`config.mk`:
```
export PLATFORM = sky130hd
export DESIGN_NAME = vptw_front
export DESIGN_NICKNAME = d
export VERILOG_FILES = /design/src/rtl/vptw_pkg.sv /design/src/rtl/vptw_front.sv
export SDC_FILE = /design/constraint.sdc
export NUM_CORES = 1
export LEC_CHECK = 0
export ABC_AREA = 0
export BUFFER_PORTS_ARGS = -buffer_cell sky130_fd_sc_hd__buf_4
export CAP_MARGIN = 25
export CELL_PAD_IN_SITES_DETAIL_PLACEMENT = 0
export CELL_PAD_IN_SITES_GLOBAL_PLACEMENT = 1
export CORE_MARGIN = 10
export CORE_UTILIZATION = 40
export CTS_BUF_LIST = sky130_fd_sc_hd__clkbuf_2
export DETAILED_ROUTE_END_ITERATION = 6
export GPL_ROUTABILITY_DRIVEN = 0
export PLACE_DENSITY_LB_ADDON = 0.1
export SLEW_MARGIN = 20
export SYNTH_ARGS = -nofsm -noshare
export SYNTH_HDL_FRONTEND = slang
export SYNTH_SLANG_ARGS = --single-unit
```
`constraint.sdc`:
```
create_clock -name clk -period 10.6 [get_ports clk]
set_input_delay 3.18 -clock clk [delete_from_list [all_inputs] [get_ports clk]]
set_output_delay 3.18 -clock clk [all_outputs]
set_load 0.005 [all_outputs]
```
`src/rtl/vptw_pkg.sv`:
```
// shared types, constants and helpers for the vertex projection block
package vptw_pkg;

    typedef enum logic {
        OP_LOAD,
        OP_PROJECT
    } op_t;

    localparam logic FUNC_PROJECT = 1'b1;

    localparam logic [7:0] CFG_VP_X = 8'd0;
    localparam logic [7:0] CFG_VP_Y = 8'd1;
    localparam logic [7:0] CFG_VP_W = 8'd2;
    localparam logic [7:0] CFG_VP_H = 8'd3;

    localparam logic signed [71:0] SAT_MAX = 72'sd2147483647;
    localparam logic signed [71:0] SAT_MIN = -72'sd2147483648;

    typedef struct packed {
        op_t                op;
        logic [4:0]         entry_index;
        logic signed [31:0] entry_value;
        logic signed [31:0] point_x;
        logic signed [31:0] point_y;
        logic signed [31:0] point_z;
    } item_t;

    typedef struct packed {
        logic signed [15:0] x;
        logic signed [15:0] y;
        logic [14:0]        w;
        logic [14:0]        h;
    } viewport_t;

    typedef enum logic [3:0] {
        ST_IDLE,
        ST_READ,
        ST_MUL,
        ST_ACC,
        ST_COPY,
        ST_CHECK,
        ST_DSTART,
        ST_DIV,
        ST_DFIN,
        ST_MAP_MUL,
        ST_MAP_SUM,
        ST_OUT
    } state_t;

    function automatic logic signed [31:0] sat32(input logic signed [71:0] v);
        logic signed [31:0] r;
        if (v > SAT_MAX)
        begin
            r = 32'sh7FFFFFFF;
        end
        else if (v < SAT_MIN)
        begin
            r = 32'sh80000000;
        end
        else
        begin
            r = v[31:0];
        end
        return r;
    endfunction

endpackage

```
`src/rtl/vptw_front.sv`:
```
// input side: decodes each beat and queues it for the compute engine
module vptw_front (
    input  logic                   clk,
    input  logic                   rst_n,
    input  logic                   in_valid,
    output logic                   in_stall,
    input  logic                   func,
    input  logic [4:0]             entry_index,
    input  logic signed [31:0]     entry_value,
    input  logic signed [31:0]     point_x,
    input  logic signed [31:0]     point_y,
    input  logic signed [31:0]     point_z,
    output logic                   q_valid,
    output vptw_pkg::item_t        q_item,
    input  logic                   q_pop
);

    vptw_pkg::item_t entry_reg [2];
    logic            wr_ptr_reg, wr_ptr_next;
    logic            rd_ptr_reg, rd_ptr_next;
    logic [1:0]      count_reg, count_next;
    logic            push;
    vptw_pkg::item_t item_in;

    assign in_stall = (count_reg == 2'd2);
    assign push     = in_valid && !in_stall;
    assign q_valid  = (count_reg != 2'd0);
    assign q_item   = entry_reg[rd_ptr_reg];

    always_comb
    begin
        item_in.op          = (func == vptw_pkg::FUNC_PROJECT) ? vptw_pkg::OP_PROJECT
                                                               : vptw_pkg::OP_LOAD;
        item_in.entry_index = entry_index;
        item_in.entry_value = entry_value;
        item_in.point_x     = point_x;
        item_in.point_y     = point_y;
        item_in.point_z     = point_z;
        wr_ptr_next = push ? !wr_ptr_reg : wr_ptr_reg;
        rd_ptr_next = q_pop ? !rd_ptr_reg : rd_ptr_reg;
        count_next  = count_reg + {1'b0, push} - {1'b0, q_pop};
    end

    always_ff @(posedge clk)
    begin
        if (push)
        begin
            entry_reg[wr_ptr_reg] <= item_in;
        end
    end

    always_ff @(posedge clk or negedge rst_n)
    begin
        if (!rst_n)
        begin
            wr_ptr_reg <= 1'b0;
            rd_ptr_reg <= 1'b0;
            count_reg  <= 2'd0;
        end
        else
        begin
            wr_ptr_reg <= wr_ptr_next;
            rd_ptr_reg <= rd_ptr_next;
            count_reg  <= count_next;
        end
    end

endmodule

```
# After elaboration in Yosys (flattened, before gate mapping)
# Memory sizes are Yosys's and may differ from the RTL's.
# Cells that the tools add are included.
dict set report word_totals {
  ff_bits 4
  ram_bits 268
  out_inout_bits 136
  elab_cells 15
  n_memories 1
}
dict set report classes {
  n_addsub 2
  eq_ne 1
  mux 3
  n_reduce_logical 5
}
# memory depth width read_ports rd_clocked_by_memory_dff wr line
set memory_table {}
lappend memory_table {entry_reg 2 134 1 0 1 vptw_front.sv:18} ;# vptw_pkg::item_t entry_reg [2];
# operator count
set ops {}
lappend ops {{$logic_not A1 Y1} 3}
lappend ops {{$mux W1} 3}
lappend ops {{$add A2 B1 Y2} 1}
lappend ops {{$eq A2 B2 Y1 const B} 1}
lappend ops {{$reduce_bool A2 Y1} 1}
lappend ops {{$sub A2 B1 Y2} 1}
lappend ops {{$logic_and A1 B1 Y1} 1}

# Depth between registers and ports, before layout
# Gate-level depths: netlist (run 1).
dict set report logic_depth {
  depth_word 5
  depth_mapped 7
  mapped_depth_nobuf 7
}

# Worst setup path before layout (run 1)
# No wires, ideal clock.
dict set report synth_path {
  kind {input to register}
  start {input port in_valid}
  end {memory entry_reg[0][0] (netlist bit), enable pin}
  setup_time_ns 0.629
  arrival_ns 8.840
  required_time_ns 9.971
  slack_ns 1.131
  stages 2
  n_path_buf 0
  cell_sequence {nand2_1 > nor2_1}
}
dict set report synth_between {
  elab_chain_cells 3
}
# element line
set synth_lines {}
lappend synth_lines {{start, declared} vptw_front.sv:5} ;# input logic in_valid,
lappend synth_lines {{$logic_and A1 B1 Y1} vptw_front.sv:26} ;# assign push = in_valid && !in_stall;
lappend synth_lines {{$mux W1} vptw_front.sv:46} ;# if (push)
lappend synth_lines {{$mux W1 (implied by the code)} vptw_front.sv:48} ;# entry_reg[wr_ptr_reg] <= item_in;
lappend synth_lines {{end, declared} vptw_front.sv:18}
# Every way passes these cells.

==> results of run 1 <==
## metal layers
metal / wire, um / track usage [%] / share of wire [%] / vias up
met2: 10600 / 21.2 / 48 / 246
met5: 0 / 0 / 0 / -
met1: 8090 / 14.0 / 37 / 2513
li1: - / - / - / 2438
met3: 3030 / 8.27 / 14 / 34
met4: 372 / 5.41 / 1.7 / 0
## placed cells by master (no fill, tap or decap), types with 3 or more instances in the layout
master and n:
xnor2_1 3, mux2_4 50, buf_4 276, clkbuf_2 103, clkinv_1 6, mux2_2 84, edfxtp_1 268, diode_2 6
dfrtp_1 3
## layout make-up
class | count | area (um2)
Inverter | 2 | 7.51
Clock inverter | 14 | 124
Multi-Input combinational cell | 145 | 1800
Antenna cell | 6 | 15.0
Sequential cell | 272 | 8150
Clock buffer | 103 | 515
Fill cell | 2043 | 11400
Tap cell | 324 | 405
Timing Repair Buffer | 278 | 2110
## worst max-delay path, stage by stage, from the launching register on
cell     delay (ns)
dfrtp_4        0.75
buf_4          0.80
mux2_2         0.42
buf_4          0.13
## kinds of logic (layout without fill, tap and decap cells)
kind of cell               Yosys count  in the layout  share of synthesized area, %
buffers and inverters               17            397                          1.26
DFF                                272            272                          81.0
xor gates and xnor gates             4              4                         0.348
muxes                              134            134                          16.9
and+or+nand+nor                      5              5                         0.261
other                                0              6                             0
adders and majority gates            2              2                         0.249
## how the worst max path moves through the flow
| stage | start | endpoint | slack (ns) | depth (start not counted) |
|---|---|---|---|---|
| after floorplan | in_valid | entry_reg[0][0] | 1.13 | 2 |
| after global placement | rd_ptr_reg | q_item[133] | 4.70 | 3 |
| after detailed placement | rd_ptr_reg | q_item[2] | 5.23 | 3 |
| after CTS | rd_ptr_reg | q_item[2] | 4.31 | 3 |
| after global routing | rd_ptr_reg | q_item[22] | 4.17 | 3 |
| final | rd_ptr_reg | q_item[2] | 4.47 | 3 |
## power breakdown
part	switching [mW]	total [mW]	internal [mW]	leakage, nW
combinational	0.487	1.11	0.626	2.14
clock	0.396	0.703	0.307	0.482
sequential	0.0760	1.55	1.47	2.53
total	0.960	3.36	2.40	5.16
==> qor.csv, run 1 <==
metric,value,unit
Mapped Avg Cell Area,23.2,um2
cell area after synthesis,10100,um2
grt total ovfl,0,
Core Rows,57,
FF-to-FF End,entry_reg[1][124],
Die Area,31900,um2
R2R setup slack,8.13,ns
total clock sinks,272,
f_max,163,MHz
final hold vios,0,
"count leader, synth",edfxtp_1,
Slew @ Worst Pin,0.970,ns
RSZ-0062 raised after global routing,no,
Initial Utilization,41.0,%
Tmin final,6.13,ns
hold depth,1,
most frequent cells after synthesis,"edfxtp_1 (268), mux2_2 (84), mux2_4 (50)",
critical path endpoint category,output port,
routed wire length per instance,19.3,um
# nets final,910,
max FFs per register,268,
initial antenna violation count,2,
clock skew,0.0536,ns
drt first pass iters,5,
CTS tree,built,
"CTS clk-pin slew, worst paths",0.09,ns
worst hold path startpoint,count_reg[0],
post-route setup TNS,0,ns
total track usage,13.3,%
Setup Viol. Count Final,0,
Hold Buf Count CTS,0,
worst setup path category,register to output port,
number of synthesis warnings,0,
via count,5231,
DRT iter0 DRCs,176,
pre-CTS WS,5.23,ns
most common flop cell mapped by yosys,edfxtp_1,
Root Driver,clkbuf_2,
CP Max Fanout,53,
placed cells,1021,
arrival time at the worst endpoint,2.95,ns
sequential fraction of the synthesis area,81.0,%
proportion of layout cells with a drive suffix above 1,64.7,%
Pwr per Cell Area,256,nW/um2
outcome,finished clean,
Hold Path Class,register to register,
I/O pins,274,
setup ws final,4.47,ns
Placed Area,12500,um2
Max Buffers Root-to-Sink,3,
Area contributors post-synth,"edfxtp_1 (80%), mux2_2 (9.4%), mux2_4 (7.5%)",
post-CTS setup buffer count,0,
post-synth top area share,80.0,%
period utilization,57.8,%
post-DR vias/cell,4.57,
Pins Over Slew Limit,0,
Mapped Cells,434,
max-capacitance violation count,0,
r2r startpoint,count_reg[1],
Resized Gates After CTS,0,
cts bufs inserted,71,
Hold Crit Endpoint,count_reg[0],
clock insertion delay at the later pin of the skew report,0.78,ns
detailed placer's ending HPWL,15000,um
# DRC,0,
Final ANT Viol Nets,0,
FF-to-FF path depth,3,
"Core Util, Final",53.5,%
Die Y,179,um
Max VDD drop,120,uV
die width,179,um
Post-synth EDFFs,268,
first-pass GRT wire length,32100,um
post-route insts no fill,1144,
"FFs w/ async S/R, synth",1.47,%
number of H-tree levels,3,
post-synthesis register bit count,272,
design area,13100,um2
final WL,22100,um
vias in the first global route,5876,
relative slew slack,35.3,%
Syn Nets,574,
Placeable Area,24500,um2
startpoint types,register,
largest net degree at the start of global routing,86,
Worst EP required,7.42,ns
Port Buffers,273,
cell accounting for the most synthesized area,edfxtp_1,
Tot Pwr,3.36,mW
Pleak,5.16,nW
"Distinct cells, synth",15,
synth-to-layout area growth,30.5,%
hold slack,0.557,ns
(Power assumes the default switching activity.)
==> run 2, diff against run 1 <==
clock period = 5.4 ns   (was 10.6 ns; I/O delays follow)
==> qor.csv, run 2 (same netlist as run 1, synthesis figures left out) <==
metric,value,unit,change
Tmin final,4.10,ns,
Slew @ Worst Pin,0.827,ns,was 0.970 ns
Hold Path Class,register to register,,unchanged
Die Area,31900,um2,unchanged
proportion of layout cells with a drive suffix above 1,64.4,%,was 64.7%
initial antenna violation count,2,,unchanged
FF-to-FF path depth,3,,unchanged
Pleak,5.16,nW,about the same
GRT busiest layer,met2,,unchanged
cts bufs inserted,71,,unchanged
worst hold path startpoint,count_reg[0],,unchanged
total track usage,13.7,%,was 13.3%
startpoint types,register,,unchanged
synth-to-layout area growth,30.3,%,was 30.5%
Hold Buf Count CTS,0,,unchanged
"CTS clk-pin slew, worst paths",0.11,ns,was 0.09 ns
total clock sinks,272,,unchanged
DRT iter0 DRCs,253,,was 176
# nets final,912,,was 910
"leading cell type in the layout, fill and taps excluded",buf_4,,unchanged
Placeable Area,24500,um2,unchanged
first-pass GRT wire length,32900,um,"was 32,100 um"
number of H-tree levels,3,,unchanged
"leading cell types in the layout, fill and taps excluded","buf_4 (277), edfxtp_1 (268), clkbuf_2 (103), mux2_2 (84), mux2_4 (50)",,"was buf_4 (276), edfxtp_1 (268), clkbuf_2 (103), mux2_2 (84), mux2_4 (50)"
Initial Utilization,41.0,%,unchanged
hold slack,0.538,ns,was 0.557 ns
CTS tree,built,,unchanged
Pint,4.67,mW,was 2.40 mW
CP Max Fanout,26,,was 53
Flop pwr share,46.2,%,was 46.0%
final hold vios,0,,unchanged
# DRC,0,,unchanged
post-DR vias/cell,4.59,,was 4.57
design area,13100,um2,about the same
Port Buffers,273,,unchanged
r2r startpoint,count_reg[1],,unchanged
grt total ovfl,0,,unchanged
Die Y,179,um,unchanged
Final ANT Viol Nets,0,,unchanged
Sw Ratio,28.8,%,was 28.5%
worst setup path category,register to output port,,unchanged
Worst EP required,3.78,ns,was 7.42 ns
clock skew,0.0366,ns,was 0.0536 ns
Resized Gates After CTS,0,,unchanged
post-route insts no fill,1143,,"was 1,144"
largest net degree at the start of global routing,87,,was 86
detailed placer's ending HPWL,15700,um,"was 15,000 um"
critical path endpoint category,output port,,unchanged
f_max,244,MHz,
Gate power share,33.6,%,was 33.1%
placed cells,1023,,"was 1,021"
Clock power frac,20.2,%,was 20.9%
Tot Pwr,6.56,mW,was 3.36 mW
outcome,finished clean,,unchanged
clock insertion delay at the later pin of the skew report,0.73,ns,was 0.78 ns
Max Buffers Root-to-Sink,3,,unchanged
I/O pins,274,,unchanged
via count,5241,,"was 5,231"
Root Driver,clkbuf_2,,unchanged
vias in the first global route,5972,,"was 5,876"
Max VDD drop,227,uV,was 120 uV
arrival time at the worst endpoint,2.48,ns,was 2.95 ns
grt met1 use,14.5,%,was 14.0%
period utilization,76.0,%,
final WL,22700,um,"was 22,100 um"
Pins Over Slew Limit,0,,unchanged
switching pwr,1.89,mW,was 0.960 mW
post-CTS setup buffer count,0,,unchanged
Setup Viol. Count Final,0,,unchanged
Hold Crit Endpoint,count_reg[0],,unchanged
routed wire length per instance,19.9,um,was 19.3 um
RSZ-0062 raised after global routing,no,,unchanged
post-route setup TNS,0,ns,unchanged
Core Rows,57,,unchanged
R2R setup slack,3.26,ns,was 8.13 ns
met3 Use GR,7.08,%,was 8.27%
max FFs per register,268,,unchanged
drt first pass iters,4,,was 5
die width,179,um,unchanged
hold depth,1,,unchanged
relative slew slack,44.9,%,was 35.3%
M2 GR Usage,22.8,%,was 21.2%
Pwr per Cell Area,500,nW/um2,was 256 nW/um2
FF-to-FF End,entry_reg[1][29],,was entry_reg[1][124]
max-capacitance violation count,0,,unchanged
Placed Area,12500,um2,about the same
==> run 2: area by class of cell <==
type / count / area (um2)
multi-input combinational: 145 / 1800
tap: 324 / 405
clock inverter: 15 / 83.8
inverter: 2 / 7.51
fill: 2042 / 11400
antenna: 2 / 5.00
clock buffer: 103 / 515
timing repair buffer: 280 / 2140
sequential: 272 / 8150
==> run 2: worst max-delay path, cell delays in order, from the launching register on <==
cell     delay [ns]
dfrtp_4        0.71
buf_4          0.49
mux2_2         0.39
buf_4          0.14
==> run 2: stage by stage <==
step | setup WS, ns | utilization, %
final | 1.30 | 53.4
after global routing | 1.06 | 53.4
after CTS | 1.14 | 53.4
after detailed placement | 2.01 | 50.9
after global placement | 2.05 | 50.9
after floorplan | 0.138 | -
==> run 2: power by group through the flow <==
stage | clock network (mW) | logic (mW) | registers (mW)
final | 1.33 | 2.20 | 3.03
after floorplan | 0 | 1.22 | 3.05
after global routing | 1.53 | 2.38 | 3.07
after global placement | 0 | 2.25 | 3.06
after detailed placement | 0 | 2.27 | 3.08
after CTS | 1.40 | 2.28 | 3.04
==> run 2: how the worst max path moves through the flow <==
stage	startpoint	end	slack (ns)
final	rd_ptr_reg	q_item[0]	1.30
after floorplan	in_valid	entry_reg[1][0]	0.14
after detailed placement	in_valid	entry_reg[1][29]	2.01
after CTS	rd_ptr_reg	q_item[0]	1.14
after global routing	rd_ptr_reg	q_item[0]	1.06
after global placement	in_valid	entry_reg[1][29]	2.05
==> run 2: per-layer routing <==
layer / vias to the layer above / routed length [um]
met1: 2548 / 8390
met3: 23 / 2560
met2: 229 / 11600
li1: 2441 / -
met4: 0 / 214
met5: - / 0
==> run 3, diff against run 2 <==
clock period = 4.1 ns   (was 5.4 ns; I/O delays follow)
==> qor.csv, run 3 (same netlist as run 1, synthesis figures left out) <==
metric,value,unit,change
DRT iter0 DRCs,156,,was 253
pre-CTS WS,1.15,ns,was 2.01 ns
Root Driver,clkbuf_2,,unchanged
Initial Utilization,41.0,%,unchanged
Buffers & Inverters on Critical Path,2,,unchanged
Final ANT Viol Nets,0,,unchanged
post-DR vias/cell,4.65,,was 4.59
via count,5317,,"was 5,241"
Port Buffers,273,,unchanged
Core Rows,57,,unchanged
Slew @ Worst Pin,0.736,ns,was 0.827 ns
synth-to-layout area growth,30.3,%,about the same
Die Y,179,um,unchanged
I/O pins,274,,unchanged
largest net degree at the start of global routing,60,,was 87
startpoint types,register,,unchanged
final hold vios,0,,unchanged
delay of the slowest cell on the worst path,0.73,ns,was 0.71 ns
grt total ovfl,0,,unchanged
Pins Over Slew Limit,0,,unchanged
CP Max Fanout,59,,was 26
first-pass GRT wire length,33000,um,"was 32,900 um"
"CP delay by family, top",flip-flops,,unchanged
RSZ-0062 raised after global routing,no,,unchanged
vias in the first global route,6013,,"was 5,972"
FF-to-FF End,entry_reg[0][89],,was entry_reg[1][29]
R2R setup slack,2.06,ns,was 3.26 ns
worst setup path category,register to output port,,unchanged
Resized Gates After CTS,0,,unchanged
Pwr per Cell Area,657,nW/um2,was 500 nW/um2
FF-to-FF path depth,4,,was 3
Tot Pwr,8.61,mW,was 6.56 mW
Placeable Area,24500,um2,unchanged
Hold Path Class,input pin to async pin,,was register to register
Setup Viol. Count Final,0,,unchanged
"leading cell type in the layout, fill and taps excluded",buf_4,,unchanged
slowest CP cell,dfrtp_4,,unchanged
Worst EP required,2.87,ns,was 3.78 ns
"CTS clk-pin slew, worst paths",0.09,ns,was 0.11 ns
period utilization,90.4,%,
"leading cell types in the layout, fill and taps excluded","buf_4 (275), edfxtp_1 (268), clkbuf_2 (107), mux2_2 (84), mux2_4 (50)",,"was buf_4 (277), edfxtp_1 (268), clkbuf_2 (103), mux2_2 (84), mux2_4 (50)"
final WL,22900,um,"was 22,700 um"
cts bufs inserted,71,,unchanged
clock insertion delay at the later pin of the skew report,0.77,ns,was 0.73 ns
# nets final,912,,unchanged
relative slew slack,51.0,%,was 44.9%
Die Area,31900,um2,unchanged
CP Depth,3,,unchanged
detailed placer's ending HPWL,15900,um,"was 15,700 um"
total clock sinks,272,,unchanged
"Core Util, Final",53.4,%,about the same
number of H-tree levels,3,,unchanged
arrival time at the worst endpoint,2.48,ns,about the same
CTS tree,built,,unchanged
r2r startpoint,count_reg[1],,unchanged
total track usage,13.8,%,was 13.7%
post-CTS setup buffer count,0,,unchanged
# DRC,0,,unchanged
die width,179,um,unchanged
f_max,270,MHz,
Tmin final,3.71,ns,
Pleak,5.17,nW,was 5.16 nW
setup ws final,0.393,ns,was 1.30 ns
design area,13100,um2,about the same
outcome,finished clean,,unchanged
critical path endpoint category,output port,,unchanged
drt first pass iters,4,,unchanged
initial antenna violation count,2,,unchanged
proportion of layout cells with a drive suffix above 1,64.7,%,was 64.4%
routed wire length per instance,20.1,um,was 19.9 um
post-route setup TNS,0,ns,unchanged
Placed Area,12500,um2,about the same
cell-by-cell trace of the critical path,buf_12 -> mux2_2 -> buf_4,,was buf_4 -> mux2_2 -> buf_4
max FFs per register,268,,unchanged
max-capacitance violation count,0,,unchanged
clock skew,0.0317,ns,was 0.0366 ns
Hold Buf Count CTS,0,,unchanged
Max VDD drop,315,uV,was 227 uV
Max Buffers Root-to-Sink,3,,unchanged
[run 3: changes by cell type in the layout (fill, tap and decap cells not counted)]
cell	delta
buf_4	-2
buf_12	+2
clkinv_1	-3
clkinv_2	-1
inv_2	+1
bufinv_16	-1
clkbuf_2	+4
[run 3: final cells by class]
class | count | area (um2)
tap | 324 | 405
clock inverter | 11 | 41.3
timing repair buffer | 280 | 2160
inverter | 2 | 7.51
multi-input combinational | 145 | 1800
fill | 2081 | 11400
sequential | 272 | 8150
clock buffer | 107 | 536
antenna | 2 | 5.00
[run 3: how the worst max path moves through the flow]
stage                      endpoint        from
floorplan           entry_reg[0][0]    in_valid
global placement         q_item[72]  rd_ptr_reg
detailed placement       q_item[47]  rd_ptr_reg
CTS                      q_item[47]  rd_ptr_reg
global route             q_item[47]  rd_ptr_reg
finish                   q_item[70]  rd_ptr_reg
[run 3: where the power goes]
part	internal, mW	leakage (nW)	switching (mW)
Combinational	1.65	2.16	1.29
Clock	0.681	0.472	0.999
Sequential	3.79	2.53	0.203
Total	6.12	5.17	2.49
[run 3: metrics by stage]
step	cells	hold slack [ns]
detailed placement	1023	0.521
finish	1143	0.249
global placement	1023	0.492
global route	1143	0.143
CTS	1141	0.136
floorplan	434	0.483
[run 3: routing by layer]
metal / up-vias / GRT usage (%) / wire, um
met5: - / 0 / 0
li1: 2442 / - / -
met4: 0 / 6.65 / 563
met1: 2589 / 15.1 / 8470
met2: 244 / 22.1 / 11100
met3: 42 / 6.79 / 2760
